$ cat config.mk
export PLATFORM = sky130hd
export DESIGN_NAME = button_tap_hold_classifier_unit_flat
export DESIGN_NICKNAME = d
export VERILOG_FILES = /design/src/rtl/btc_pkg.sv /design/src/rtl/btc_if.sv /design/src/rtl/button_tap_hold_classifier_unit.sv /design/src/rtl/btc_hold.sv /design/src/rtl/btc_core.sv /design/src/flat_wrapper.sv
export SDC_FILE = /design/constraint.sdc
export NUM_CORES = 1
export LEC_CHECK = 0
export ABC_AREA = 1
export BUFFER_PORTS_ARGS = -buffer_cell sky130_fd_sc_hd__buf_2
export CORE_MARGIN = 2
export CORE_UTILIZATION = 40
export CTS_BUF_LIST = sky130_fd_sc_hd__clkbuf_8 sky130_fd_sc_hd__clkbuf_16
export CTS_CLUSTER_SIZE = 14
export DETAILED_ROUTE_END_ITERATION = 8
export GPL_TIMING_DRIVEN = 0
export SYNTH_ARGS = -nofsm -noshare
export SYNTH_HDL_FRONTEND = slang
export SYNTH_SLANG_ARGS = --single-unit
$ cat constraint.sdc
create_clock -name clock -period 17.3 [get_ports clock]
set_input_delay 1.73 -clock clock [delete_from_list [all_inputs] [get_ports clock]]
set_output_delay 1.73 -clock clock [all_outputs]
set_load 0.01 [all_outputs]
$ cat src/rtl/btc_pkg.sv
package btc_pkg;

   localparam logic [2:0] CMD_PRESS   = 3'd0;
   localparam logic [2:0] CMD_HOLD    = 3'd1;
   localparam logic [2:0] CMD_RELEASE = 3'd2;
   localparam logic [2:0] CMD_TICK    = 3'd3;
   localparam logic [2:0] CMD_AGENT   = 3'd4;

   localparam logic [3:0] ACT_NONE      = 4'd0;
   localparam logic [3:0] ACT_COUNTDOWN = 4'd1;
   localparam logic [3:0] ACT_RESET     = 4'd2;
   localparam logic [3:0] ACT_PAGE      = 4'd3;
   localparam logic [3:0] ACT_ENCODER   = 4'd4;
   localparam logic [3:0] ACT_SEND      = 4'd5;
   localparam logic [3:0] ACT_ADVERTISE = 4'd6;
   localparam logic [3:0] ACT_AGENT     = 4'd7;
   localparam logic [3:0] ACT_COMMAND   = 4'd8;

   localparam logic [1:0] CSR_LONG_PRESS = 2'd0;
   localparam logic [1:0] CSR_DOUBLE_TAP = 2'd1;
   localparam logic [1:0] CSR_WARN_HOLD  = 2'd2;

   localparam logic [15:0] LONG_PRESS_RESET = 16'd550;
   localparam logic [15:0] DOUBLE_TAP_RESET = 16'd350;
   localparam logic [15:0] WARN_HOLD_RESET  = 16'd3000;

   localparam logic [31:0] RESET_HOLD_MS    = 32'd20000;
   localparam logic [4:0]  COUNTDOWN_FULL_S = 5'd20;
   localparam logic [6:0]  PROGRESS_MAX     = 7'd100;
   localparam logic [2:0]  NUM_KEYS         = 3'd6;

   // held/1000 = (held>>3)/125 and held/200 = (held>>3)/25 via reciprocals,
   // exact for held below 32768
   localparam logic [13:0] RECIP_125 = 14'd8389;
   localparam int          SHIFT_125 = 20;
   localparam logic [11:0] RECIP_25  = 12'd2622;
   localparam int          SHIFT_25  = 16;

   typedef struct packed {
      logic [2:0]  cmd;
      logic [31:0] now_ms;
      logic        connected;
      logic [2:0]  agent_index;
   } req_item_type;

   typedef struct packed {
      logic [3:0] action;
      logic [4:0] countdown_s;
      logic [6:0] progress;
      logic [2:0] key_index;
      logic       page_mode;
   } rsp_item_type;

   typedef struct packed {
      logic [15:0] long_press_ms;
      logic [15:0] double_tap_ms;
      logic [15:0] warn_hold_ms;
   } cfg_type;

   typedef struct packed {
      logic       warn;
      logic       fire;
      logic [4:0] countdown_s;
      logic [6:0] progress;
   } hold_info_type;

endpackage

$ cat src/rtl/btc_if.sv
interface btc_req_if import btc_pkg::*; ();
   logic       valid;
   logic       ready;
   logic [2:0] cmd;
   logic [31:0] now_ms;
   logic       connected;
   logic [2:0] agent_index;

   modport source (output valid, cmd, now_ms, connected, agent_index, input ready);
   modport sink (input valid, cmd, now_ms, connected, agent_index, output ready);
endinterface

interface btc_rsp_if import btc_pkg::*; ();
   logic       valid;
   logic       ready;
   logic [3:0] action;
   logic [4:0] countdown_s;
   logic [6:0] progress;
   logic [2:0] key_index;
   logic       page_mode;

   modport source (output valid, action, countdown_s, progress, key_index, page_mode,
                   input ready);
   modport sink (input valid, action, countdown_s, progress, key_index, page_mode,
                 output ready);
endinterface

$ cat src/rtl/button_tap_hold_classifier_unit.sv
// Center-button gesture classifier.
// req: one beat per touch event (cmd, now_ms, connected, agent_index);
//   a beat is taken when valid and ready are both high.
// rsp: exactly one beat per req beat, in order (action, countdown_s,
//   progress, key_index, page_mode).
// csr: csr_we writes csr_wdata[15:0] to register csr_index at the clock
//   edge (0 long press, 1 double tap window, 2 warn hold); write only
//   while idle. Other indexes are ignored.
// A req beat taken into the input register passes the single classify
//   pass and is offered on rsp from the result register. Throughput: one
//   beat per cycle while rsp.ready is high, set by that single pass.
// Stall: the result register holds while rsp.ready is low; one more beat
//   is taken into the input register, then req.ready drops until the
//   result drains.
// Reset (synchronous, active high): both registers empty, gesture state
//   cleared to the normal page, registers back to 550/350/3000 ms.
module button_tap_hold_classifier_unit import btc_pkg::*; (
   input  logic         clock,
   input  logic         reset,
   btc_req_if.sink      req,
   btc_rsp_if.source    rsp,
   input  logic         csr_we,
   input  logic [1:0]   csr_index,
   input  logic [15:0]  csr_wdata
);

   req_item_type req_item_ff;
   logic         req_valid_ff, req_valid_in;
   rsp_item_type rsp_item_ff;
   logic         rsp_valid_ff, rsp_valid_in;
   cfg_type      cfg_ff;
   rsp_item_type result;
   logic         rsp_open;
   logic         advance;
   logic         req_take;

   always_comb begin
      rsp_open     = !rsp_valid_ff || rsp.ready;
      advance      = req_valid_ff && rsp_open;
      req.ready    = !req_valid_ff || advance;
      req_take     = req.valid && req.ready;
      req_valid_in = req_take ? 1'b1 : (advance ? 1'b0 : req_valid_ff);
      rsp_valid_in = advance ? 1'b1 : (rsp.ready ? 1'b0 : rsp_valid_ff);
   end

   btc_core u_core (
      .clock   (clock),
      .reset   (reset),
      .advance (advance),
      .item    (req_item_ff),
      .cfg     (cfg_ff),
      .result  (result)
   );

   always_ff @(posedge clock) begin
      if (reset) begin
         req_valid_ff <= 1'b0;
         rsp_valid_ff <= 1'b0;
      end else begin
         req_valid_ff <= req_valid_in;
         rsp_valid_ff <= rsp_valid_in;
      end
   end

   always_ff @(posedge clock) begin
      if (req_take) begin
         req_item_ff.cmd         <= req.cmd;
         req_item_ff.now_ms      <= req.now_ms;
         req_item_ff.connected   <= req.connected;
         req_item_ff.agent_index <= req.agent_index;
      end
      if (advance) begin
         rsp_item_ff <= result;
      end
   end

   always_ff @(posedge clock) begin
      if (reset) begin
         cfg_ff.long_press_ms <= LONG_PRESS_RESET;
         cfg_ff.double_tap_ms <= DOUBLE_TAP_RESET;
         cfg_ff.warn_hold_ms  <= WARN_HOLD_RESET;
      end else if (csr_we) begin
         case (csr_index)
            CSR_LONG_PRESS: cfg_ff.long_press_ms <= csr_wdata;
            CSR_DOUBLE_TAP: cfg_ff.double_tap_ms <= csr_wdata;
            CSR_WARN_HOLD:  cfg_ff.warn_hold_ms  <= csr_wdata;
            default: begin
            end
         endcase
      end
   end

   assign rsp.valid       = rsp_valid_ff;
   assign rsp.action      = rsp_item_ff.action;
   assign rsp.countdown_s = rsp_item_ff.countdown_s;
   assign rsp.progress    = rsp_item_ff.progress;
   assign rsp.key_index   = rsp_item_ff.key_index;
   assign rsp.page_mode   = rsp_item_ff.page_mode;

   reset_result_full: assert property (@(posedge clock) disable iff (reset)
      rsp_valid_ff && rsp_item_ff.action == ACT_RESET
      |-> rsp_item_ff.countdown_s == 5'd0 && rsp_item_ff.progress == PROGRESS_MAX)
      else $error("factory reset beat without full progress");

   hold_fields_clear: assert property (@(posedge clock) disable iff (reset)
      rsp_valid_ff && rsp_item_ff.action != ACT_COUNTDOWN && rsp_item_ff.action != ACT_RESET
      |-> rsp_item_ff.countdown_s == 5'd0 && rsp_item_ff.progress == 7'd0)
      else $error("countdown fields set on a non-hold beat");

   key_fields_clear: assert property (@(posedge clock) disable iff (reset)
      rsp_valid_ff && rsp_item_ff.action != ACT_AGENT && rsp_item_ff.action != ACT_COMMAND
      |-> rsp_item_ff.key_index == 3'd0)
      else $error("key index set on a non-key beat");

   stalled_item_held: assert property (@(posedge clock) disable iff (reset)
      req_valid_ff && !advance |=> req_valid_ff && $stable(req_item_ff))
      else $error("stalled input beat lost");

endmodule

$ cat src/rtl/btc_hold.sv
module btc_hold import btc_pkg::*; (
   input  logic [31:0]   held,
   input  logic [15:0]   warn_hold_ms,
   output hold_info_type info
);

   logic [11:0] eighths;
   logic [25:0] secs_prod;
   logic [23:0] prog_prod;
   logic [4:0]  secs;
   logic [6:0]  pct;

   always_comb begin
      eighths   = held[14:3];
      secs_prod = {14'd0, eighths} * {12'd0, RECIP_125};
      prog_prod = {12'd0, eighths} * {12'd0, RECIP_25};
      secs      = secs_prod[SHIFT_125 +: 5];
      pct       = prog_prod[SHIFT_25 +: 7];

      info.fire = held >= RESET_HOLD_MS;
      info.warn = held >= {16'd0, warn_hold_ms};
      if (info.fire) begin
         info.countdown_s = '0;
         info.progress    = PROGRESS_MAX;
      end else begin
         info.countdown_s = COUNTDOWN_FULL_S - secs;
         info.progress    = pct;
      end
   end

endmodule

$ cat src/rtl/btc_core.sv
module btc_core import btc_pkg::*; (
   input  logic         clock,
   input  logic         reset,
   input  logic         advance,
   input  req_item_type item,
   input  cfg_type      cfg,
   output rsp_item_type result
);

   logic [31:0]   press_time_ff, press_time_in;
   logic          reset_latched_ff, reset_latched_in;
   logic          tap_pending_ff, tap_pending_in;
   logic [31:0]   tap_time_ff, tap_time_in;
   logic          command_page_ff, command_page_in;
   logic [31:0]   held;
   logic [31:0]   tap_age;
   hold_info_type hold_info;

   btc_hold u_hold (
      .held         (held),
      .warn_hold_ms (cfg.warn_hold_ms),
      .info         (hold_info)
   );

   always_comb begin
      held             = item.now_ms - press_time_ff;
      tap_age          = item.now_ms - tap_time_ff;
      press_time_in    = press_time_ff;
      reset_latched_in = reset_latched_ff;
      tap_pending_in   = tap_pending_ff;
      tap_time_in      = tap_time_ff;
      command_page_in  = command_page_ff;
      result           = '0;
      result.action    = ACT_NONE;

      case (item.cmd)
         CMD_PRESS: begin
            press_time_in    = item.now_ms;
            reset_latched_in = 1'b0;
         end
         CMD_HOLD: begin
            if (!reset_latched_ff) begin
               if (hold_info.warn || hold_info.fire) begin
                  result.action      = ACT_COUNTDOWN;
                  result.countdown_s = hold_info.countdown_s;
                  result.progress    = hold_info.progress;
               end
               if (hold_info.fire) begin
                  reset_latched_in = 1'b1;
                  result.action    = ACT_RESET;
               end
            end
         end
         CMD_RELEASE: begin
            if (!reset_latched_ff) begin
               if (held >= {16'd0, cfg.long_press_ms}) begin
                  command_page_in = !command_page_ff;
                  result.action   = ACT_PAGE;
               end else if (command_page_ff) begin
                  result.action = ACT_ENCODER;
               end else if (tap_pending_ff && tap_age <= {16'd0, cfg.double_tap_ms}) begin
                  tap_pending_in = 1'b0;
                  result.action  = item.connected ? ACT_SEND : ACT_ADVERTISE;
               end else begin
                  tap_pending_in = 1'b1;
                  tap_time_in    = item.now_ms;
               end
            end
         end
         CMD_TICK: begin
            if (tap_pending_ff && tap_age > {16'd0, cfg.double_tap_ms}) begin
               tap_pending_in = 1'b0;
               if (item.connected) begin
                  result.action = ACT_SEND;
               end
            end
         end
         CMD_AGENT: begin
            if (item.agent_index < NUM_KEYS) begin
               result.action    = command_page_ff ? ACT_COMMAND : ACT_AGENT;
               result.key_index = item.agent_index;
            end
         end
         default: begin
         end
      endcase

      result.page_mode = command_page_in;
   end

   always_ff @(posedge clock) begin
      if (reset) begin
         press_time_ff    <= '0;
         reset_latched_ff <= 1'b0;
         tap_pending_ff   <= 1'b0;
         tap_time_ff      <= '0;
         command_page_ff  <= 1'b0;
      end else if (advance) begin
         press_time_ff    <= press_time_in;
         reset_latched_ff <= reset_latched_in;
         tap_pending_ff   <= tap_pending_in;
         tap_time_ff      <= tap_time_in;
         command_page_ff  <= command_page_in;
      end
   end

   tap_time_follows_arm: assert property (@(posedge clock) disable iff (reset)
      advance && item.cmd == CMD_RELEASE && result.action == ACT_NONE && !reset_latched_ff
      |=> tap_pending_ff && tap_time_ff == $past(item.now_ms))
      else $error("armed tap lost its time stamp");

   latch_blocks_release: assert property (@(posedge clock) disable iff (reset)
      advance && reset_latched_ff && item.cmd == CMD_RELEASE
      |=> $stable(command_page_ff) && $stable(tap_pending_ff))
      else $error("latched release changed state");

   press_clears_latch: assert property (@(posedge clock) disable iff (reset)
      advance && item.cmd == CMD_PRESS |=> !reset_latched_ff)
      else $error("press left reset latch set");

endmodule
$ cat src/flat_wrapper.sv
// flat-port wrapper written by rule: the top's interface ports become plain ports
module button_tap_hold_classifier_unit_flat import btc_pkg::*;
  (clock, reset, csr_we, csr_index, csr_wdata, req_valid, req_cmd, req_now_ms, req_connected, req_agent_index, req_ready, rsp_valid, rsp_action, rsp_countdown_s, rsp_progress, rsp_key_index, rsp_page_mode, rsp_ready);
  btc_req_if req_i ();
  btc_rsp_if rsp_i ();
  input  logic clock;
  input  logic reset;
  input  logic csr_we;
  input  logic [1:0] csr_index;
  input  logic [15:0] csr_wdata;
  input wire logic [$bits(req_i.valid)-1:0] req_valid;
  input wire logic [$bits(req_i.cmd)-1:0] req_cmd;
  input wire logic [$bits(req_i.now_ms)-1:0] req_now_ms;
  input wire logic [$bits(req_i.connected)-1:0] req_connected;
  input wire logic [$bits(req_i.agent_index)-1:0] req_agent_index;
  output wire logic [$bits(req_i.ready)-1:0] req_ready;
  output wire logic [$bits(rsp_i.valid)-1:0] rsp_valid;
  output wire logic [$bits(rsp_i.action)-1:0] rsp_action;
  output wire logic [$bits(rsp_i.countdown_s)-1:0] rsp_countdown_s;
  output wire logic [$bits(rsp_i.progress)-1:0] rsp_progress;
  output wire logic [$bits(rsp_i.key_index)-1:0] rsp_key_index;
  output wire logic [$bits(rsp_i.page_mode)-1:0] rsp_page_mode;
  input wire logic [$bits(rsp_i.ready)-1:0] rsp_ready;
  assign req_i.valid = req_valid;
  assign req_i.cmd = req_cmd;
  assign req_i.now_ms = req_now_ms;
  assign req_i.connected = req_connected;
  assign req_i.agent_index = req_agent_index;
  assign req_ready = req_i.ready;
  assign rsp_valid = rsp_i.valid;
  assign rsp_action = rsp_i.action;
  assign rsp_countdown_s = rsp_i.countdown_s;
  assign rsp_progress = rsp_i.progress;
  assign rsp_key_index = rsp_i.key_index;
  assign rsp_page_mode = rsp_i.page_mode;
  assign rsp_i.ready = rsp_ready;
  button_tap_hold_classifier_unit u_core (.clock(clock), .reset(reset), .req(req_i), .rsp(rsp_i), .csr_we(csr_we), .csr_index(csr_index), .csr_wdata(csr_wdata));
endmodule
==> results of run 1 <==
-- state kept, by name, indices dropped and copies added, names as in the netlist --
| signal | count |
|---|---|
| u_core.rsp.progress | 7 |
| u_core.rsp.action | 4 |
| u_core.u_core.press_time_ff | 32 |
| u_core.u_core.tap_pending_ff | 1 |
| u_core.req_item_ff | 39 |
| u_core.u_core.reset_latched_ff | 1 |
| u_core.u_core.tap_time_ff | 32 |
| u_core.rsp.page_mode | 1 |
| u_core.rsp.countdown_s | 5 |
| u_core.rsp.key_index | 3 |
| u_core.rsp.valid | 1 |
| u_core.u_core.command_page_ff | 1 |
| u_core.cfg_ff | 48 |
| u_core.req_valid_ff | 1 |
-- metrics by stage --
stage	cell area, um^2	instances	setup WS (ns)
finish	19130	3228	9.630
global placement	18460	3194	9.723
detailed placement	18490	3196	9.686
floorplan	17310	2526	10.97
global route	19130	3228	9.119
CTS	19130	3228	9.658
-- metal layers --
metal,vias to the layer above,GRT usage,routed length (um)
met4,0,0.07188,1159
met5,-,0,0
met1,6943,0.2735,21700
met2,220,0.4029,24010
li1,8140,-,-
met3,63,0.03131,1347
-- cells in the mapped netlist (all sizes together), types with 24 or more instances --
cell type / n / area share
nor2: 239 / 0.055
nand3: 109 / 0.033
o21ai: 98 / 0.028
a21oi: 161 / 0.047
dfxtp: 117 / 0.14
edfxtp: 59 / 0.10
ha: 257 / 0.19
inv: 554 / 0.12
xor2: 34 / 0.017
nand2: 678 / 0.15
nand4: 25 / 0.0090
fa: 58 / 0.067
clkbuf: 24 / 0.0052
-- worst max-delay path, delay by kind of cell (launching register included) --
family          cells  cell delay, ns
flops               1            0.36
compound gates      2            0.27
buf+inv             8            0.87
fa+ha+maj           8            3.33
simple gates       11            1.59
xor+xnor            2            1.02
-- power by group through the flow --
stage / Combinational (uW) / Sequential, uW / Clock (uW)
final: 1640 / 454 / 413
after floorplan: 1250 / 460 / 0
after detailed placement: 1630 / 464 / 0
after global routing: 1910 / 456 / 440
after global placement: 1610 / 464 / 0
after CTS: 1640 / 454 / 426
-- worst max path at each step --
stage                                                 endpoint  slack [ns]  cells after the start
after detailed placement  u_core.rsp.progress[6]$_SDFFCE_PP0P_        9.69                     31
final                     u_core.rsp.progress[6]$_SDFFCE_PP0P_        9.63                     31
after floorplan           u_core.rsp.progress[6]$_SDFFCE_PP0P_       10.97                     31
after CTS                 u_core.rsp.progress[6]$_SDFFCE_PP0P_        9.66                     31
after global placement    u_core.rsp.progress[6]$_SDFFCE_PP0P_        9.72                     31
after global routing      u_core.rsp.progress[6]$_SDFFCE_PP0P_        9.12                     31
-- layout make-up --
class / count / area [um^2]
buffer: 34 / 173.9
timing repair buffer: 85 / 446.7
fill: 4506 / 23760
multi-input combinational: 1761 / 10940
clock buffer: 18 / 450.4
inverter: 555 / 2083
tap: 585 / 732.0
clock inverter: 14 / 187.7
sequential: 176 / 4114
-- cell families (layout without fill, tap and decap cells) --
family                     count (synthesis)  in the layout  synth area share
adders and majority gates                315            315            0.2528
xor gates and xnor gates                  42             42           0.02125
DFF                                      176            176            0.2376
AOI/OAI and AO/OA                        304            304           0.09504
buffers and inverters                    589            706            0.1304
and+or+nand+nor                         1100           1100            0.2629
==> metrics.md, run 1 <==
| Metric | Value |
|---|---|
| GRT Total Usage | `0.2235` |
| CP Data Required Time | `roughly 18 ns` |
| Post-layout util | `0.4460` |
| Input/output buffers | `just over 80` |
| Final hold vios | `0` |
| Comb power frac | `0.653` |
| CP max FO | `9` |
| Sequential area share after synthesis | `0.2376` |
| Commonest cells after routing, fill and taps aside | `670 x nand2_1, 539 x inv_1, 257 x ha_1` |
| Root buffer cell | `clkbuf_16` |
| Starting Density | `0.4037` |
| Syn_nets | `slightly below 3000` |
| Fin crit share | `0.4434` |
| Hold Crit Class | `reg2reg` |
| DR DRC count | `0` |
| Max Clock Skew | `around 0.023 ns` |
| Leak pwr | `slightly above 0.01 uW` |
| Synth unique cells | `46` |
| Max_cap viols | `0` |
| Post-synth top flop | `dfxtp_1` |
| Int Power | `roughly 1300 uW` |
| Postcts setup bufs | `0` |
| Design Power | `between 2000 and 3000 uW` |
| Avg Inst Size Synth | `~6.9 um^2` |
| Number of levels in the clock H-tree | `4` |
| Most common cell after layout, fill and taps aside | `nand2_1` |
| CP max-delay cell | `xor2_1` |
| PwrDens | `130.8 mW/mm^2` |
| RSZ-0062 raised after global routing | `no` |
| Crit path kind | `reg2reg` |
| Placer Congestion | `between 0.9 and 1` |
| Synthesized cell area | `about 0.017 mm^2` |
| Area grow syn2layout | `10.49%` |
| Final Max Slew Viols | `0` |
| RR Endpoint | `u_core.rsp.progress[6]$_SDFFCE_PP0P_` |
| Worst r2r src | `u_core.req_item_ff[4]$_DFFE_PP_` |
| Hold path start | `u_core.cfg_ff[39]$_SDFFE_PP0P_` |
| Slew HR | `0.1330` |
| Final period demand of the worst path | `approximately 7.7 ns` |
| Antenna diodes | `0` |
| Chip Width | `between 200 and 250 um` |
| Clock Tree Buf Depth | `2` |
| Top Ports | `84` |
| Mapped Cells | `2526` |
| Worst EP arrival | `between 7 and 8 ns` |
| Max frequency | `around 130 MHz` |
| Worst-Skew Late Latency | `around 0.50 ns` |
| Flops & latches, synth | `roughly 180` |
| Post-synth EDFFs | `a little under 60` |
| Clock power share | `0.165` |
| Antenna violations before repair | `0` |
| Post-DP HPWL | `a little over 40000 um` |
| 1st-pass router iterations | `5` |
| WL final | `48220 um` |
| WHS Path Cells | `2` |
| Post-cts resize count | `0` |
| Share of post-route cells with drive strength above 1 | `0.06621` |
| Global-route wire length before repair | `~77000 um` |
| Remaining antenna violation count | `0` |
| Avg WL per Cell | `roughly 15 um` |
| Vias after detailed routing | `between 15000 and 20000` |
| Worst reg-to-reg path cell count | `31` |
| CP Launch Type | `flop` |
| CP max stage delay | `0.87 ns` |
| Sequential Power Share | `0.182` |
| Worst Hold Slack | `0.4667 ns` |
| Core area | `0.04289 mm^2` |
| Yosys synthesis warning count | `0` |
| Overflow after GRT | `0` |
| Sw Ratio | `0.4871` |
| Worst hold endpoint | `u_core.cfg_ff[39]$_SDFFE_PP0P_` |
| Mean number of vias per cell | `4.760` |
| Crit path from | `u_core.req_item_ff[4]$_DFFE_PP_` |
| Post-synth ARST share | `0` |
| Final setup fails | `0` |
| Sw power | `about 1200 uW` |
| Largest net degree at the start of global routing | `37` |
| Crit-path most repeated cell | `inv_1` |
| FF-to-FF setup slack | `roughly 9.6 ns` |
| Hold_buf cts | `0` |
| TritonCTS clock tree | `yes` |
| Sink Count | `~180` |
| Chip height | `~210 um` |
| Worst-margin pin slew | `between 1 and 1.5 ns` |
| Number of global-route vias before repair | `about 15000` |
| FP Rows | `76` |
| Run status | `finished clean` |
| CP Capture Type | `flop` |
| CTS buffer count | `17` |
| Setup_tns | `0 ns` |
| Die Area | `~0.045 mm^2` |
| VDD IR max | `0.1429 mV` |
| DR iter-0 viols | `a little under 700` |
| Nets | `3007` |
| Clock transition at the registers of the reported paths | `around 0.08 ns` |
No activity file was read; power rests on OpenSTA's default activity.
==> inputs of run 2 (changes only) <==
==> constraint.sdc (replaced) <==
create_clock -name clock -period 7.72 [get_ports clock]
set_input_delay 0.772 -clock clock [delete_from_list [all_inputs] [get_ports clock]]
set_output_delay 0.772 -clock clock [all_outputs]
set_load 0.01 [all_outputs]
==> metrics.md, run 2 (synthesis results as in run 1) <==
| Metric | Value |
|---|---|
| Int Power | `2879 uW (was 1284 uW)` |
| Clock transition at the registers of the reported paths | `0.08 ns (about the same)` |
| Remaining antenna violation count | `0 (unchanged)` |
| CP max-delay cell | `fa_1 (was xor2_1)` |
| Placer Congestion | `0.9138 (unchanged)` |
| Antenna diodes | `0 (unchanged)` |
| Chip height | `212.0 um (unchanged)` |
| Nets | `3007 (unchanged)` |
| Chip Width | `212.0 um (unchanged)` |
| Top reg by flops | `u_core.cfg_ff (unchanged)` |
| Overflow after GRT | `0 (unchanged)` |
| Slew HR | `0.1392 (was 0.1330)` |
| CP max stage delay | `0.63 ns (was 0.87 ns)` |
| Comb power frac | `0.654 (was 0.653)` |
| 1st-pass router iterations | `5 (unchanged)` |
| Most common cell after layout, fill and taps aside | `nand2_1 (unchanged)` |
| GRT Total Usage | `0.2235 (unchanged)` |
| RSZ-0062 raised after global routing | `no (unchanged)` |
| Top Ports | `84 (unchanged)` |
| CTS buffer count | `17 (unchanged)` |
| Final setup fails | `0 (unchanged)` |
| Hold Crit Class | `in2reg (was reg2reg)` |
| DR iter-0 viols | `713 (was 685)` |
| Sink Count | `176 (unchanged)` |
| Input/output buffers | `83 (unchanged)` |
| VDD IR max | `0.3193 mV (was 0.1429 mV)` |
| Global-route wire length before repair | `77180 um (unchanged)` |
| Clock power share | `0.165 (about the same)` |
| Mean number of vias per cell | `4.763 (was 4.760)` |
| Share of post-route cells with drive strength above 1 | `0.06810 (was 0.06621)` |
| Post-DP HPWL | `41000 um (unchanged)` |
| CP Capture Type | `flop (unchanged)` |
| Setup_tns | `0 ns (unchanged)` |
| Avg WL per Cell | `14.93 um (was 14.94 um)` |
| Worst-margin pin slew | `1.287 ns (was 1.296 ns)` |
| Final hold vios | `0 (unchanged)` |
| FP Rows | `76 (unchanged)` |
| CP max FO | `9 (unchanged)` |
| Number of levels in the clock H-tree | `4 (unchanged)` |
| Crit path kind | `reg2reg (unchanged)` |
| Hold_buf cts | `0 (unchanged)` |
| Crit-path most repeated cell | `inv_1 (unchanged)` |
| Core area | `0.04289 mm^2 (unchanged)` |
| Final period demand of the worst path | `7.182 ns (was 7.670 ns)` |
| Number of global-route vias before repair | `15061 (unchanged)` |
| Sequential Power Share | `0.182 (about the same)` |
| Leak pwr | `0.01011 uW (was 0.01010 uW)` |
| TritonCTS clock tree | `yes (unchanged)` |
| Max FFs per register | `48 (unchanged)` |
| Sw power | `2731 uW (was 1219 uW)` |
| Die Area | `0.04496 mm^2 (unchanged)` |
| Postcts setup bufs | `0 (unchanged)` |
| Largest net degree at the start of global routing | `37 (unchanged)` |
| Fin crit share | `0.9304 (was 0.4434)` |
| Max frequency | `139.2 MHz (was 130.4 MHz)` |
| Area grow syn2layout | `10.78% (was 10.49%)` |
| DR DRC count | `0 (unchanged)` |
| Biggest regs | `u_core.cfg_ff: 48 flops, u_core.req_item_ff: 39 flops (unchanged)` |
| Clock Tree Buf Depth | `2 (unchanged)` |
| Final Non-Filler Cells | `3228 (unchanged)` |
| Run status | `finished clean (unchanged)` |
| DP Cell Count | `3196 (unchanged)` |
| CP Data Required Time | `7.96 ns (was 17.54 ns)` |
| CP Launch Type | `flop (unchanged)` |
| Commonest cells after routing, fill and taps aside | `670 x nand2_1, 539 x inv_1, 257 x ha_1 (unchanged)` |
| Max_cap viols | `0 (unchanged)` |
| WL final | `48210 um (was 48220 um)` |
| Antenna violations before repair | `0 (unchanged)` |
| Worst EP arrival | `7.42 ns (was 7.91 ns)` |
| Worst-Skew Late Latency | `0.50 ns (about the same)` |
| Final Max Slew Viols | `0 (unchanged)` |
| Sw Ratio | `0.4868 (was 0.4871)` |
| Starting Density | `0.4037 (unchanged)` |
| Max Clock Skew | `0.02100 ns (was 0.02283 ns)` |
| Vias after detailed routing | `15374 (was 15366)` |
| Root buffer cell | `clkbuf_16 (unchanged)` |
| PwrDens | `292.5 mW/mm^2 (was 130.8 mW/mm^2)` |
==> run 2: worst paths after layout <==
kind              slack [ns]                              endpoint                              from  cells after the start
setup / recovery        0.54  u_core.rsp.progress[6]$_SDFFCE_PP0P_  u_core.req_item_ff[16]$_DFFE_PP_                     30
hold / removal          0.45      u_core.req_item_ff[24]$_DFFE_PP_                    req_now_ms[20]                      1
setup reg to reg        0.54  u_core.rsp.progress[6]$_SDFFCE_PP0P_  u_core.req_item_ff[16]$_DFFE_PP_                     30
hold reg to reg         0.47        u_core.cfg_ff[39]$_SDFFE_PP0P_    u_core.cfg_ff[39]$_SDFFE_PP0P_                      2
==> run 2: layer usage <==
layer	vias up	share of wire	wire length [um]	global-route usage
li1	8140	-	-	-
met1	6944	0.45	21690	0.2735
met2	226	0.50	23990	0.4029
met3	64	0.028	1352	0.03131
met4	0	0.024	1166	0.07188
met5	-	0	0	0
==> run 2: metrics by stage <==
stage / hold WS [ns] / total power, uW / utilization / cell area [um^2] / setup WS [ns]
CTS: 0.4077 / 5657 / 0.4460 / 19130 / 0.07822
finish: 0.4472 / 5610 / 0.4472 / 19180 / 0.5376
detailed placement: 0.4549 / 4686 / 0.4311 / 18490 / 0.1056
floorplan: 0.4353 / 3823 / - / 17310 / 1.392
global route: 0.4236 / 6283 / 0.4472 / 19180 / 0.04760
global placement: 0.4471 / 4647 / 0.4304 / 18460 / 0.1430
==> run 2: repair_timing <==
action,in CTS,in global routing
gates resized for setup,0,6
endpoints found under the setup margin,0,9
hold endpoints to repair,0,0
==> run 2: cell type report <==
type,count,area [um^2]
tap,585,732.0
multi-input combinational,1761,10990
inverter,555,2083
sequential,176,4114
clock buffer,18,450.4
fill,4508,23710
timing repair buffer,85,446.7
clock inverter,14,187.7
buffer,34,173.9
==> run 2: power by group through the flow <==
stage          Combinational, uW  Clock (uW)  Sequential (uW)
2_1_floorplan               2790           0             1030
3_3_place_gp                3610           0             1040
3_5_place_dp                3650           0             1040
4_1_cts                     3680         954             1020
5_1_grt                     4270         986             1020
6_report                    3670         925             1020
==> run 2: worst max-delay path, delay by kind of cell, from the launching register on <==
family / cells / cell delay [ns]
adders and majority gates: 7 / 3.27
and+or+nand+nor: 10 / 1.35
buffers and inverters: 9 / 0.84
xor gates and xnor gates: 2 / 0.74
DFF: 1 / 0.48
AOI/OAI and AO/OA: 2 / 0.25
==> inputs of run 3 (changes only) <==
==> constraint.sdc (replaced) <==
create_clock -name clock -period 6.7 [get_ports clock]
set_input_delay 0.67 -clock clock [delete_from_list [all_inputs] [get_ports clock]]
set_output_delay 0.67 -clock clock [all_outputs]
set_load 0.01 [all_outputs]
==> metrics.md, run 3 (synthesis results as in run 1) <==
| Metric | Value |
|---|---|
| Run status | `finished clean (unchanged)` |
| CP Launch Type | `flop (unchanged)` |
| Worst EP arrival | `6.66 ns (was 7.42 ns)` |
| Design Power | `6568 uW (was 5610 uW)` |
| Post-layout util | `0.4581 (was 0.4472)` |
| Clock Tree Buf Depth | `2 (unchanged)` |
| Final setup fails | `0 (unchanged)` |
| Top reg by flops | `u_core.cfg_ff (unchanged)` |
| CP Capture Type | `flop (unchanged)` |
| FF-to-FF setup slack | `0.28 ns (was 0.54 ns)` |
| Max FFs per register | `48 (unchanged)` |
| Hold_buf cts | `0 (unchanged)` |
| Sequential cell area | `0.004114 mm^2 (unchanged)` |
| FP Rows | `76 (unchanged)` |
| Share of post-route cells with drive strength above 1 | `0.08774 (was 0.06810)` |
| Chip Width | `212.0 um (unchanged)` |
| Remaining antenna violation count | `0 (unchanged)` |
| Antenna diodes | `0 (unchanged)` |
| Post-DP HPWL | `41000 um (unchanged)` |
| Number of global-route vias before repair | `15127 (was 15061)` |
| Final period demand of the worst path | `6.420 ns (was 7.182 ns)` |
| DR iter-0 viols | `685 (was 713)` |
| CTS buffer count | `17 (unchanged)` |
| Hold Crit Class | `in2reg (unchanged)` |
| PwrDens | `334.3 mW/mm^2 (was 292.5 mW/mm^2)` |
| Chip height | `212.0 um (unchanged)` |
| Leak pwr | `0.01025 uW (was 0.01011 uW)` |
| Die Area | `0.04496 mm^2 (unchanged)` |
| WHS Path Cells | `1 (unchanged)` |
| Clock transition at the registers of the reported paths | `0.08 ns (about the same)` |
| Sink Count | `176 (unchanged)` |
| Final hold vios | `0 (unchanged)` |
| Worst-margin pin slew | `0.9064 ns (was 1.287 ns)` |
| Nets | `3031 (was 3007)` |
| Mean number of vias per cell | `4.791 (was 4.763)` |
| Number of levels in the clock H-tree | `4 (unchanged)` |
| Crit-path most repeated cell | `inv_1 (unchanged)` |
| Commonest cells after routing, fill and taps aside | `666 x nand2_1, 534 x inv_1, 248 x ha_1 (was 670 x nand2_1, 539 x inv_1, 257 x ha_1)` |
| Fin crit share | `0.9583 (was 0.9304)` |
| CP max stage delay | `0.54 ns (was 0.63 ns)` |
| WL final | `48860 um (was 48210 um)` |
| CP max-delay cell | `fa_1 (unchanged)` |
| CP max FO | `8 (was 9)` |
| Avg WL per Cell | `15.02 um (was 14.93 um)` |
| Area grow syn2layout | `13.48% (was 10.78%)` |
| Placer Congestion | `0.9138 (unchanged)` |
| Core area | `0.04289 mm^2 (unchanged)` |
| CP Data Required Time | `6.94 ns (was 7.96 ns)` |
| Worst-Skew Late Latency | `0.50 ns (about the same)` |
| Input/output buffers | `83 (unchanged)` |
| Starting Density | `0.4037 (unchanged)` |
| Final Max Slew Viols | `0 (unchanged)` |
| RSZ-0062 raised after global routing | `yes (was no)` |
| VDD IR max | `0.3688 mV (was 0.3193 mV)` |
| Max frequency | `155.8 MHz (was 139.2 MHz)` |
| Multi-input combinational cell area | `0.01125 mm^2 (was 0.01099 mm^2)` |
| Max Clock Skew | `0.02864 ns (was 0.02100 ns)` |
| Global-route wire length before repair | `77540 um (was 77180 um)` |
| Root buffer cell | `clkbuf_16 (unchanged)` |
| GRT Total Usage | `0.2247 (was 0.2235)` |
| Slew HR | `0.3951 (was 0.1392)` |
| Antenna violations before repair | `0 (unchanged)` |
| Max_cap viols | `0 (unchanged)` |
| Crit path kind | `reg2reg (unchanged)` |
| DR DRC count | `0 (unchanged)` |
| Top Ports | `84 (unchanged)` |
| Most common cell after layout, fill and taps aside | `nand2_1 (unchanged)` |
| TritonCTS clock tree | `yes (unchanged)` |
| Biggest regs | `u_core.cfg_ff: 48 flops, u_core.req_item_ff: 39 flops (unchanged)` |
| 1st-pass router iterations | `5 (unchanged)` |
| Largest net degree at the start of global routing | `37 (unchanged)` |
| Overflow after GRT | `0 (unchanged)` |
| Worst reg-to-reg path cell count | `29 (was 30)` |
| Fill cells | `4449 (was 4508)` |
| Vias after detailed routing | `15581 (was 15374)` |
run 3: final timing paths:
kind                                                        from                              endpoint
worst max register to register  u_core.req_item_ff[10]$_DFFE_PP_  u_core.rsp.progress[6]$_SDFFCE_PP0P_
worst max-delay path            u_core.req_item_ff[10]$_DFFE_PP_  u_core.rsp.progress[6]$_SDFFCE_PP0P_
worst min-delay path                              req_now_ms[20]      u_core.req_item_ff[24]$_DFFE_PP_
worst min register to register    u_core.cfg_ff[39]$_SDFFE_PP0P_        u_core.cfg_ff[39]$_SDFFE_PP0P_
run 3: area by class of cell:
type | count | share of cell area
Inverter | 555 | 0.1066
Buffer | 34 | 0.008980
Multi-Input combinational cell | 1761 | 0.5726
Sequential cell | 176 | 0.2094
Tap cell | 585 | 0.03726
Clock buffer | 18 | 0.02293
Clock inverter | 14 | 0.009554
Timing Repair Buffer | 109 | 0.03274
run 3: stage by stage:
stage | setup WS (ns) | area [um^2] | hold WS (ns) | TNS, ns | std cells
final | 0.2795 | 19650 | 0.3440 | 0 | 3252
after detailed placement | -0.9144 | 18490 | 0.4549 | -5.793 | 3196
after floorplan | 0.3716 | 17310 | 0.4353 | 0 | 2526
after global placement | -0.8770 | 18460 | 0.4471 | -5.236 | 3194
after global routing | -0.06603 | 19650 | 0.3179 | -0.08869 | 3252
after CTS | -0.05429 | 19290 | 0.3057 | -0.05429 | 3230
run 3: per-layer routing:
layer,vias up,routed length [um],GRT usage
li1,8186,-,-
met1,7099,21910,0.2746
met2,234,24410,0.4044
met3,62,1364,0.03397
met4,0,1166,0.07067
met5,-,0,0
run 3: critical path, delay by kind of cell, from the launching register on:
family,cells,cell delay (ns)
DFF,1,0.49
and+or+nand+nor,11,1.55
buffers and inverters,8,0.58
AOI/OAI and AO/OA,1,0.08
xor gates and xnor gates,2,0.32
adders and majority gates,7,3.13
run 3: report_power, final:
| group | switching (uW) | total [uW] | leakage, uW | internal (uW) |
|---|---|---|---|---|
| clock | 509 | 1070 | 0.000306 | 558 |
| combinational | 2660 | 4330 | 0.00843 | 1670 |
| sequential | 28.7 | 1170 | 0.00151 | 1150 |
run 3: timing repair:
| action | 4_1_cts | 5_1_grt |
|---|---|---|
| pin swaps | 1 | 9 |
| setup buffers | 2 | 22 |
| setup endpoints to repair | 11 | 11 |
| gates resized for setup | 19 | 36 |
